===== src/hw/rtl/assert_macros.svh =====
// assertion macros used by the rtl top level
`ifndef ASSERT_MACROS_SVH
`define ASSERT_MACROS_SVH

// concurrent check on clk, held off while arst_n is low
`define ASSERT_CLK_RST(name, prop, msg) \
	name: assert property (@(posedge clk) disable iff (!arst_n) prop) else $error(msg);

// concurrent check on clk, also active during reset
`define ASSERT_CLK(name, prop, msg) \
	name: assert property (@(posedge clk) prop) else $error(msg);

`endif


===== src/hw/rtl/bcc_pkg.sv =====
// types and constants of the button click classifier
`timescale 1ns / 1ps

package bcc_pkg;

	// configuration register indexes
	localparam logic [2:0] REG_ACTIVE_LEVEL   = 3'd0;
	localparam logic [2:0] REG_MODE           = 3'd1;
	localparam logic [2:0] REG_REPEAT_ENABLE  = 3'd2;
	localparam logic [2:0] REG_DEBOUNCE_MS    = 3'd3;
	localparam logic [2:0] REG_LONG_MIN_MS    = 3'd4;
	localparam logic [2:0] REG_REPEAT_MS      = 3'd5;
	localparam logic [2:0] REG_GAP_MS         = 3'd6;
	localparam logic [2:0] REG_REPRESS_MIN_MS = 3'd7;

	localparam int CFG_INDEX_W = 3;
	localparam int CFG_DATA_W  = 16;

	// mode codes; the unused code behaves as click mode
	localparam logic [1:0] MODE_FAST   = 2'd0;
	localparam logic [1:0] MODE_CLICK  = 2'd1;
	localparam logic [1:0] MODE_DOUBLE = 2'd2;

	// reset values of the registers
	localparam logic        RST_ACTIVE_LEVEL   = 1'b0;
	localparam logic [1:0]  RST_MODE           = MODE_CLICK;
	localparam logic        RST_REPEAT_ENABLE  = 1'b0;
	localparam logic [7:0]  RST_DEBOUNCE_MS    = 8'd50;
	localparam logic [15:0] RST_LONG_MIN_MS    = 16'd1000;
	localparam logic [15:0] RST_REPEAT_MS      = 16'd500;
	localparam logic [9:0]  RST_GAP_MS         = 10'd250;
	localparam logic [7:0]  RST_REPRESS_MIN_MS = 8'd20;

	// clicks that close a sequence in double mode
	localparam logic [3:0] DOUBLE_CLICKS = 4'd2;
	localparam logic [3:0] CLICKS_MAX    = 4'd15;
	localparam logic [9:0] RELEASE_MAX   = 10'h3FF;

	// configuration seen by the classifier
	typedef struct packed {
		logic        active_level;
		logic [1:0]  mode;
		logic        repeat_enable;
		logic [7:0]  debounce_ms;
		logic [15:0] long_min_ms;
		logic [15:0] repeat_ms;
		logic [9:0]  gap_ms;
		logic [7:0]  repress_min_ms;
	} cfg_t;

endpackage


===== src/hw/rtl/bcc_cfg.sv =====
// configuration register file of the button click classifier
`timescale 1ns / 1ps

module bcc_cfg (
	input  logic                             clk,
	input  logic                             arst_n,
	input  logic                             wr_en,
	input  logic [bcc_pkg::CFG_INDEX_W-1:0]  wr_index,
	input  logic [bcc_pkg::CFG_DATA_W-1:0]   wr_data,
	output bcc_pkg::cfg_t                    cfg
);
	import bcc_pkg::*;

	cfg_t cfg_q;

	// register writes, one field per index
	always_ff @(posedge clk or negedge arst_n) begin
		if (!arst_n) begin
			cfg_q.active_level   <= RST_ACTIVE_LEVEL;
			cfg_q.mode           <= RST_MODE;
			cfg_q.repeat_enable  <= RST_REPEAT_ENABLE;
			cfg_q.debounce_ms    <= RST_DEBOUNCE_MS;
			cfg_q.long_min_ms    <= RST_LONG_MIN_MS;
			cfg_q.repeat_ms      <= RST_REPEAT_MS;
			cfg_q.gap_ms         <= RST_GAP_MS;
			cfg_q.repress_min_ms <= RST_REPRESS_MIN_MS;
		end else if (wr_en) begin
			case (wr_index)
				REG_ACTIVE_LEVEL:   cfg_q.active_level   <= wr_data[0];
				REG_MODE:           cfg_q.mode           <= wr_data[1:0];
				REG_REPEAT_ENABLE:  cfg_q.repeat_enable  <= wr_data[0];
				REG_DEBOUNCE_MS:    cfg_q.debounce_ms    <= wr_data[7:0];
				REG_LONG_MIN_MS:    cfg_q.long_min_ms    <= wr_data[15:0];
				REG_REPEAT_MS:      cfg_q.repeat_ms      <= wr_data[15:0];
				REG_GAP_MS:         cfg_q.gap_ms         <= wr_data[9:0];
				REG_REPRESS_MIN_MS: cfg_q.repress_min_ms <= wr_data[7:0];
				default: ;
			endcase
		end
	end

	assign cfg = cfg_q;

endmodule


===== src/hw/rtl/button_click_classifier.sv =====
// top level of the button click classifier
// a sample is taken into the input register, and its result then into the result register
// throughput: one sample per cycle while the result side is not stalled
// the input register and the phase and counter update set the per-sample cost
// reset: arst_n clears phase, counters and the valid bits of both registers, and loads register defaults
`timescale 1ns / 1ps
`include "assert_macros.svh"

module button_click_classifier #(
	parameter int TIME_BITS = 16
) (
	input  logic                             clk,
	input  logic                             arst_n,
	input  logic                             in_valid,
	output logic                             in_ready,
	input  logic                             level,
	output logic                             out_valid,
	input  logic                             out_ready,
	output logic [3:0]                       click_count,
	output logic                             is_long,
	output logic [15:0]                      long_time,
	input  logic                             cfg_valid,
	output logic                             cfg_ready,
	input  logic [bcc_pkg::CFG_INDEX_W-1:0]  cfg_index,
	input  logic [bcc_pkg::CFG_DATA_W-1:0]   cfg_data
);
	import bcc_pkg::*;

	localparam int CMP_W = (TIME_BITS > 16) ? TIME_BITS : 16;
	localparam logic [TIME_BITS-1:0] PRESS_MAX = {TIME_BITS{1'b1}};

	typedef enum logic [3:0] {
		PH_IDLE    = 4'b0001,
		PH_PRESS   = 4'b0010,
		PH_GAP     = 4'b0100,
		PH_REPRESS = 4'b1000
	} phase_t;

	cfg_t cfg;

	phase_t                phase_q, phase_d;
	logic [TIME_BITS-1:0]  press_q, press_d, press_inc;
	logic [9:0]            release_q, release_d, release_inc;
	logic [3:0]            clicks_q, clicks_d, clicks_add;

	logic                  valid_s1, level_s1;
	logic                  advance;
	logic                  pressed, fast, double_mode;
	logic [15:0]           rep_thr;
	logic [CMP_W-1:0]      press_ext, press_inc_ext;
	logic [15:0]           press_sat;

	logic                  emit;
	logic [3:0]            emit_clicks;
	logic                  emit_long;
	logic [15:0]           emit_time;

	logic                  out_valid_q;
	logic [3:0]            click_count_q;
	logic                  is_long_q;
	logic [15:0]           long_time_q;

	// configuration registers
	assign cfg_ready = 1'b1;

	bcc_cfg u_cfg (
		.clk      (clk),
		.arst_n   (arst_n),
		.wr_en    (cfg_valid),
		.wr_index (cfg_index),
		.wr_data  (cfg_data),
		.cfg      (cfg)
	);

	// handshake: the sample stage moves when the result register can take a result
	assign advance  = !out_valid_q || out_ready;
	assign in_ready = !valid_s1 || advance;

	// input register
	always_ff @(posedge clk or negedge arst_n) begin
		if (!arst_n) begin
			valid_s1 <= 1'b0;
		end else if (in_ready) begin
			valid_s1 <= in_valid;
		end
	end

	always_ff @(posedge clk) begin
		if (in_valid && in_ready) begin
			level_s1 <= level;
		end
	end

	// decoded settings and saturating increments
	assign pressed     = (level_s1 == cfg.active_level);
	assign fast        = (cfg.mode == MODE_FAST);
	assign double_mode = (cfg.mode == MODE_DOUBLE);
	assign rep_thr     = (cfg.repeat_ms < {8'd0, cfg.debounce_ms}) ?
		{8'd0, cfg.debounce_ms} : cfg.repeat_ms;

	assign press_inc     = (press_q == PRESS_MAX) ? press_q : press_q + TIME_BITS'(1);
	assign release_inc   = (release_q == RELEASE_MAX) ? release_q : release_q + 10'd1;
	assign press_ext     = CMP_W'(press_q);
	assign press_inc_ext = CMP_W'(press_inc);
	assign press_sat     = (press_ext > CMP_W'(16'hFFFF)) ? 16'hFFFF : press_ext[15:0];

	// click added by a finished re-press, saturating
	assign clicks_add = ((press_ext > CMP_W'(cfg.repress_min_ms)) && (clicks_q != CLICKS_MAX)) ?
		clicks_q + 4'd1 : clicks_q;

	// next state and result for the sample in the input register
	always_comb begin
		phase_d     = phase_q;
		press_d     = press_q;
		release_d   = release_q;
		clicks_d    = clicks_q;
		emit        = 1'b0;
		emit_clicks = 4'd1;
		emit_long   = 1'b0;
		emit_time   = 16'd0;
		case (phase_q)
			PH_IDLE, PH_PRESS: begin
				if (pressed) begin
					phase_d = PH_PRESS;
					press_d = press_inc;
					// repeated click while held in fast mode
					if (fast && cfg.repeat_enable && (press_inc_ext >= CMP_W'(rep_thr))) begin
						press_d = '0;
						emit    = (press_inc_ext > CMP_W'(cfg.debounce_ms));
					end
				end else if (phase_q == PH_PRESS) begin
					press_d = '0;
					phase_d = PH_IDLE;
					if (press_ext > CMP_W'(cfg.debounce_ms)) begin
						if (fast) begin
							emit = 1'b1;
						end else if (press_ext >= CMP_W'(cfg.long_min_ms)) begin
							emit      = 1'b1;
							emit_long = 1'b1;
							emit_time = press_sat;
						end else begin
							// first click opens a sequence; release sample is its first gap tick
							release_d = 10'd1;
							if (cfg.gap_ms <= 10'd1) begin
								emit     = 1'b1;
								clicks_d = '0;
							end else begin
								clicks_d = 4'd1;
								phase_d  = PH_GAP;
							end
						end
					end
				end
			end
			PH_GAP: begin
				if (pressed) begin
					phase_d   = PH_REPRESS;
					press_d   = TIME_BITS'(1);
					release_d = '0;
				end else begin
					release_d = release_inc;
					if (release_inc >= cfg.gap_ms) begin
						emit        = 1'b1;
						emit_clicks = clicks_q;
						phase_d     = PH_IDLE;
						clicks_d    = '0;
						release_d   = '0;
					end
				end
			end
			PH_REPRESS: begin
				if (pressed) begin
					press_d = press_inc;
				end else begin
					press_d     = '0;
					emit_clicks = clicks_add;
					if (double_mode && (clicks_add == DOUBLE_CLICKS)) begin
						emit     = 1'b1;
						phase_d  = PH_IDLE;
						clicks_d = '0;
					end else begin
						release_d = 10'd1;
						if (cfg.gap_ms <= 10'd1) begin
							emit     = 1'b1;
							phase_d  = PH_IDLE;
							clicks_d = '0;
						end else begin
							clicks_d = clicks_add;
							phase_d  = PH_GAP;
						end
					end
				end
			end
			default: begin
				phase_d   = PH_IDLE;
				press_d   = '0;
				release_d = '0;
				clicks_d  = '0;
			end
		endcase
	end

	// classifier state
	always_ff @(posedge clk or negedge arst_n) begin
		if (!arst_n) begin
			phase_q   <= PH_IDLE;
			press_q   <= '0;
			release_q <= '0;
			clicks_q  <= '0;
		end else if (valid_s1 && advance) begin
			phase_q   <= phase_d;
			press_q   <= press_d;
			release_q <= release_d;
			clicks_q  <= clicks_d;
		end
	end

	// result register
	always_ff @(posedge clk or negedge arst_n) begin
		if (!arst_n) begin
			out_valid_q <= 1'b0;
		end else if (advance) begin
			out_valid_q <= valid_s1 && emit;
		end
	end

	always_ff @(posedge clk) begin
		if (advance && valid_s1 && emit) begin
			click_count_q <= emit_clicks;
			is_long_q     <= emit_long;
			long_time_q   <= emit_time;
		end
	end

	assign out_valid   = out_valid_q;
	assign click_count = click_count_q;
	assign is_long     = is_long_q;
	assign long_time   = long_time_q;

	// checks
	`ASSERT_CLK_RST(a_long_single, out_valid_q && is_long_q |-> click_count_q == 4'd1,
		"long click must carry one click")
	`ASSERT_CLK_RST(a_time_only_long, out_valid_q && !is_long_q |-> long_time_q == 16'd0,
		"duration set on a non-long event")
	`ASSERT_CLK_RST(a_idle_no_clicks, phase_q == PH_IDLE |-> clicks_q == 4'd0,
		"clicks left over in idle")
	`ASSERT_CLK_RST(a_gap_has_clicks, phase_q == PH_GAP |-> clicks_q != 4'd0,
		"gap phase without a click")

endmodule


===== config.mk =====
export PLATFORM = sky130hd
export DESIGN_NAME = button_click_classifier
export DESIGN_NICKNAME = d
export VERILOG_FILES = /design/src/hw/rtl/bcc_pkg.sv /design/src/hw/rtl/bcc_cfg.sv /design/src/hw/rtl/button_click_classifier.sv
export VERILOG_INCLUDE_DIRS = /design/src /design/src/hw/rtl
export SDC_FILE = /design/constraint.sdc
export NUM_CORES = 1
export LEC_CHECK = 0
export BUFFER_PORTS_ARGS = -buffer_cell sky130_fd_sc_hd__buf_2
export CAP_MARGIN = 20
export CORE_MARGIN = 1.5
export CORE_UTILIZATION = 35
export CTS_CLUSTER_DIAMETER = 100
export DETAILED_ROUTE_END_ITERATION = 10
export PLACE_DENSITY_LB_ADDON = 0.1
export SYNTH_ARGS = -nofsm -noshare
export SYNTH_HDL_FRONTEND = slang
export SYNTH_SLANG_ARGS = --single-unit

===== constraint.sdc =====
create_clock -name clk -period 6.18 [get_ports clk]
set_input_delay 0.309 -clock clk [delete_from_list [all_inputs] [get_ports clk]]
set_output_delay 0.309 -clock clk [all_outputs]
set_load 0.005 [all_outputs]

======== Word level (Yosys, flattened, before mapping) ========
Index checks and enable logic that the tools add are counted.
storage, ports and cells
  word-level logic and storage cells ...... 153
  register bits after elaboration ......... 120
  output and inout port bits .............. 24
  bits of input ports ..................... 25
operators by class
  eq/ne operators ......................... 29
  order comparisons ....................... 9
  bitwise logic cells ..................... 4
  reductions and logical operators ........ 29
  multiplexer cells ....................... 61
  add/subtract/negate cells ............... 3
operator list
  cell                     number
  $mux W16                 8
  $mux W10                 10
  $mux W4                  20
  $gt A16 B8 Y1            3
  $pmux W16 S3             1
  $ge A16 B16 Y1           2
  $pmux W10 S3             1
  $pmux W4 S3              2
  $ne A2 B2 Y1 const B     10
  $add A16 B1 Y16 const B  1
  $eq A16 B16 Y1 const B   1
  $gt A16 B16 Y1 const B   1
  $lt A16 B8 Y1            1
  $reduce_and A2 Y1        8
  $mux W1                  13
  $eq A3 B3 Y1 const B     4
  $mux W3                  4
  $add A10 B1 Y10 const B  1
  $eq A10 B10 Y1 const B   1
  $ge A10 B10 Y1           1
  $le A10 B1 Y1 const B    1
  $reduce_and A9 Y1        1
  $eq A4 B2 Y1 const B     2
  $logic_and A1 B1 Y1      8
  other kinds (23)         30

======== Logic depth before layout (Yosys ltp) ========
  depth in word-level cells ............... 9
  depth in mapped cells ................... 19

======== Cells and area by module ========
From an unflattened synthesis, not the netlist that was laid out.
second synthesis, totals
  cells, all modules ...................... 765
  area, all modules ....................... 7887.6 µm²
by module, submodules not included
  module                   area each (µm²)  cells each  times used
  button_click_classifier  5393.9           625         1
  bcc_cfg                  2493.6           140         1

======== Least setup slack after synthesis ========
OpenSTA, ideal clock, no wires.
  path kind ............................... register to register
  from .................................... register u_cfg.cfg_q (netlist bit u_cfg.cfg[51])
  to ...................................... register click_count_q[0] (netlist: click_count[0]) (enable)
  setup time .............................. 0.432 ns
  path buffers ............................ 0
  data required time ...................... 5.748 ns
  stages on the path, launching flop included .. 19
  slack ................................... 1.728 ns
  clock period less this slack ............ 4.452 ns
  arrival ................................. 4.020 ns
  cell sequence ........................... dfstp_2 -> inv_1 -> ha_1 -> a21o_1 -> a21o_1 -> a21o_1 -> a21o_1 -> a21oi_1 -> o2111ai_1 -> mux2_2 -> ha_1 -> nand2b_1 -> a211oi_1 -> o211ai_1 -> nand2_1 -> a31o_2 -> a21oi_1 -> o311ai_0 -> o31ai_1
on the way
  word-level cells in the longest chain between the ends .. 8
  elaborated cells between the ends (all ways) .. 12
  those cells by class .................... order compare: 4; mux: 6; reduce/logical: 2
RTL lines
  item                    RTL line                        source
  start: declaration      bcc_cfg.sv:14                   cfg_t cfg_q;
  $lt A16 B8 Y1           button_click_classifier.sv:98   assign rep_thr = (cfg.repeat_ms < {8'd0, cfg.debounce_ms}) ?
  $mux W16                button_click_classifier.sv:98
  $ge A16 B16 Y1          button_click_classifier.sv:127  if (fast && cfg.repeat_enable && (press_inc_ext >= CMP_W'(rep_thr))) begin
  $logic_and A1 B1 Y1     button_click_classifier.sv:127
  $mux W1                 button_click_classifier.sv:127
  $mux W1 *               button_click_classifier.sv:123  if (pressed) begin
  $pmux W1 S3 *           button_click_classifier.sv:121  case (phase_q)
  $logic_and A1 B1 Y1 *   button_click_classifier.sv:228  if (advance && valid_s1 && emit) begin
  end signal: assignment  button_click_classifier.sv:229  click_count_q <= emit_clicks;
  end: declaration        button_click_classifier.sv:59   logic [3:0] click_count_q;
Every way passes the cells marked *; elsewhere a longest branch is shown, timed or not.
A chain may end at the register's enable or synchronous reset.

======== Worst setup path in the final report ========
  from .................................... register press_q[3] (netlist: press_ext[3])
  to ...................................... register press_q[14] (netlist: press_ext[14])
on the way
  word-level cells in the longest chain between the ends .. 7
  elaborated cells between the ends (all ways) .. 9
  those cells by class .................... add/sub: 1; order compare: 1; eq/ne: 1; mux: 5; reduce/logical: 1
RTL lines
  item                                               RTL line                        source
  start: declaration                                 button_click_classifier.sv:42   logic [TIME_BITS-1:0] press_q, press_d, press_inc;
  start signal: assignment                           button_click_classifier.sv:212  press_q <= press_d;
  $add A16 B1 Y16 or $eq A16 B16 Y1 (tied branches)  button_click_classifier.sv:101  assign press_inc = (press_q == PRESS_MAX) ? press_q : press_q + TIME_BITS'(1);
  $mux W16 *                                         button_click_classifier.sv:101
  $ge A16 B16 Y1                                     button_click_classifier.sv:127
  $logic_and A1 B1 Y1                                button_click_classifier.sv:127
  $mux W16                                           button_click_classifier.sv:127
  $mux W16                                           button_click_classifier.sv:123
  $pmux W16 S3 *                                     button_click_classifier.sv:121
Marks and branches as above.

==> impl_metrics.py <==
metrics = {
    "yosys": {
        "yosysWarnings": 0,
        "synth_area_per_cell_sq_um": 10.0,
        "syn_area_sq_mm": 0.00769,
        "synthDistinctLibCells": 57,
        "ys_top_cells_by_count": "76 x ha_1, 73 x dfrtp_1, 60 x mux2_2",
        "ys_ff_latch": 120,
        "yosysTopAreaCellShare_pct": 23.7,
        "yosysMostFrequentCell": "ha_1",
        "yosys-top-cells-area": "dfrtp_1 24%, ha_1 12%, mux2_2 8.8%, edfxtp_1 8.6%, dfstp_2 8.5%",
        "synthCells": 768,
        "synth_ff_type": "dfrtp_1",
        "synth.largest_area_cell": "dfrtp_1",
        "synth_seq_area_share_pct": 40.9,
        "async_flop_share_pct": 81.7,
        "syn-num-nets": 869,
        "synth-edff-count": 22,
    },
    "worst_setup_path": {
        "cp.required_ns": 6.48,
        "reg2reg_slack_ns": 1.08,
        "crit_path_end_kind": "register",
        "worstSetupStartpoint": "press_ext[3]",
        "cp.arrival_ns": 5.41,
        "r2r-start": "press_ext[3]",
        "path_max_fanout": 14,
        "start_kind": "register",
        "path_class": "reg -> reg",
    },
    "grt": {
        "use_met2_pct": 31.5,
        "grt_util_all_layers_pct": 19.9,
        "grt_pass1_wl_microns": 34100,
        "grt_pass1_vias": 6090,
        "antenna_found_initial": 0,
        "grt_busiest_layer": "met2",
        "grt_start_max_net_pins": 67,
        "grt_use_met3_pct": 4.13,
        "use_met1_pct": 26.9,
        "grt.overflow.total": 0,
    },
    "clock_tree": {
        "numCtsBuffers": 17,
        "clk_path_buf_depth": 2,
        "cts-root-buf": "clkbuf_16",
        "cts_tree": "done",
        "clk_pin_slew_worst_paths_ns": 0.06,
        "clock_latency_ns": 0.42,
        "h-tree-depth": 4,
        "postCtsSetupBuffers": 0,
        "clock_sinks": 120,
    },
    "floorplanning": {
        "die_w_microns": 151,
        "row_count": 54,
        "die_h_microns": 151,
        "start_util_pct": 35.5,
        "core_sq_mm": 0.0217,
        "num_io_pins": 49,
        "fp.dieArea_sq_mm": 0.0229,
    },
    "cells_and_area": {
        "n_fill_cell": 2108,
        "drive_above_1_share_pct": 22.0,
        "synthToLayoutAreaGrowth_pct": 15.4,
        "nNetsFinal": 919,
        "antennaDiodeCount": 0,
        "fin_util_pct": 40.9,
        "multi_input_area_sq_mm": 0.00424,
        "seq_area_sq_mm": 0.00314,
    },
    "sta": {
        "skew_ns": 0.0111,
        "slew_violations": 0,
        "fmax_mhz": 196,
        "tightestPinTransition_ns": 0.999,
        "rsz0062_at_grt": "false",
        "relSlewSlack_pct": 33.1,
        "fin_crit_ns": 5.10,
        "fin_crit_sh_pct": 82.6,
        "hold_viol": 0,
        "tns_ns": 0,
        "setup_viol": 0,
    },
    "detailed_routing": {
        "antenna_left": 0,
        "drt_iter0_markers": 354,
        "wirelength_microns": 21000,
        "vias": 6003,
        "wire_per_inst_microns": 18.9,
        "drc_errors": 0,
        "drt-vias-per-instance": 5.40,
        "drt_first_pass_iters": 5,
    },
    "job": {
        "maxCapViolations": 0,
    },
    "pwr": {
        "power.leakage_nw": 4.03,
        "p_sw_share_pct": 31.9,
        "pwr-share-clk_pct": 36.8,
        "combPwrFrac_pct": 25.6,
        "powerDensity_mw_per_mm2": 318,
        "ir_drop_uv": 182,
        "p_int_mw": 1.92,
        "pwr-share-seq_pct": 37.6,
        "p_sw_mw": 0.901,
    },
    "placement": {
        "gp_congestion": 0.865,
        "portBuffers": 47,
        "hpwl_microns": 15900,
    },
    "worst_hold_path": {
        "hp-class": "in -> reg",
        "hold_start": "level",
    },
    "outcome": {
        "status": "complete, no violations",
    },
}
-- layout by cell type, fill, tap and decap left out, types with 4 or more instances in the layout --
cell type,count
nand3_1,24
nand4_1,21
inv_1,57
clkbuf_16,19
o211ai_1,5
dfstp_2,25
buf_4,9
buf_2,46
a21o_1,12
o21a_1,7
nor3_1,18
edfxtp_1,22
clkinvlp_4,4
a31oi_1,12
o21ai_0,40
dfrtp_1,73
or3_1,6
and2_1,22
a21oi_1,37
a211oi_1,7
nor4_1,6
and4_1,8
nand2_1,54
ha_1,76
mux2_2,60
nand2b_1,11
a22o_1,11
and3_1,6
xnor2_1,9
mux2i_1,11
nor2b_1,12
xor2_1,5
nor2_1,37
o21bai_1,4
-- worst max-delay path, stage by stage (launching register included) --
cell      delay, ns
dfrtp_1        0.65
and4_1         0.34
and2_1         0.24
nand3_1        0.13
or3_1          0.57
and4_1         0.30
and3_1         0.19
xor2_1         0.18
ha_1           0.35
o21a_1         0.13
o211ai_1       0.09
a21oi_1        0.15
nand2_1        0.10
a31o_2         0.25
a21oi_1        0.62
inv_1          0.40
a22o_1         0.29
-- metrics by stage --
step	instances	hold slack (ns)	setup WS, ns	area [sq um]	total power [mW]
after CTS	1111	0.0530	1.14	8880	2.85
after global routing	1111	0.0501	0.733	8880	3.01
after detailed placement	1078	0.286	1.16	8250	1.79
final	1111	0.0717	1.08	8880	2.82
after global placement	1078	0.287	1.33	8250	1.77
after floorplan	768	0.0134	1.73	7690	1.55
-- layout make-up --
cell class	count	share of cell area [%]
inverters	57	2.41
multi-input cells	566	47.8
clock inverters	10	1.28
repair buffers	56	3.47
well taps	280	3.94
flip-flops and latches	120	35.4
clock buffers	22	5.71
-- final timing paths --
check	cells past startpoint	to
max in group asynchronous	3	u_cfg.cfg[18]
min	1	level_s1
min in group asynchronous	2	valid_s1
max reg2reg	16	press_ext[14]
min reg2reg	1	u_cfg.cfg[6]
max	16	press_ext[14]
-- kinds of logic after synthesis --
group                      Yosys count  synth area share [%]
AOI/OAI and AO/OA                  162                  13.8
xor gates and xnor gates            14                  1.59
adders and majority gates           76                  12.4
buffers and inverters               82                  4.23
DFF                                120                  40.9
muxes                               71                  10.2
other                                1                0.0487
and+or+nand+nor                    242                  16.9
-- state kept, by name (all words and copies together) (netlist names) --
name	flops
u_cfg.cfg	62
phase_q	4
level_s1	1
is_long	1
clicks_q	4
press_ext	16
click_count	4
long_time	16
release_q	10
out_valid	1
valid_s1	1
-- power groups by stage --
stage	logic (mW)	registers, mW	clock network (mW)
2_1_floorplan	0.517	1.03	0
6_report	0.721	1.06	1.04
3_5_place_dp	0.717	1.07	0
3_3_place_gp	0.699	1.07	0
4_1_cts	0.724	1.06	1.06
5_1_grt	0.819	1.08	1.11
-- metal layers --
metal | vias up | wire [microns]
li1 | 2925 | -
met1 | 2940 | 10100
met2 | 113 | 9600
met3 | 25 | 722
met4 | 0 | 500
met5 | - | 0
-- repair_timing --
action,in CTS,in global routing
hold buffers,1,0
hold endpoints to repair,26,0
resized for setup,0,0
Note: power is estimated with default switching activity, not from simulation.
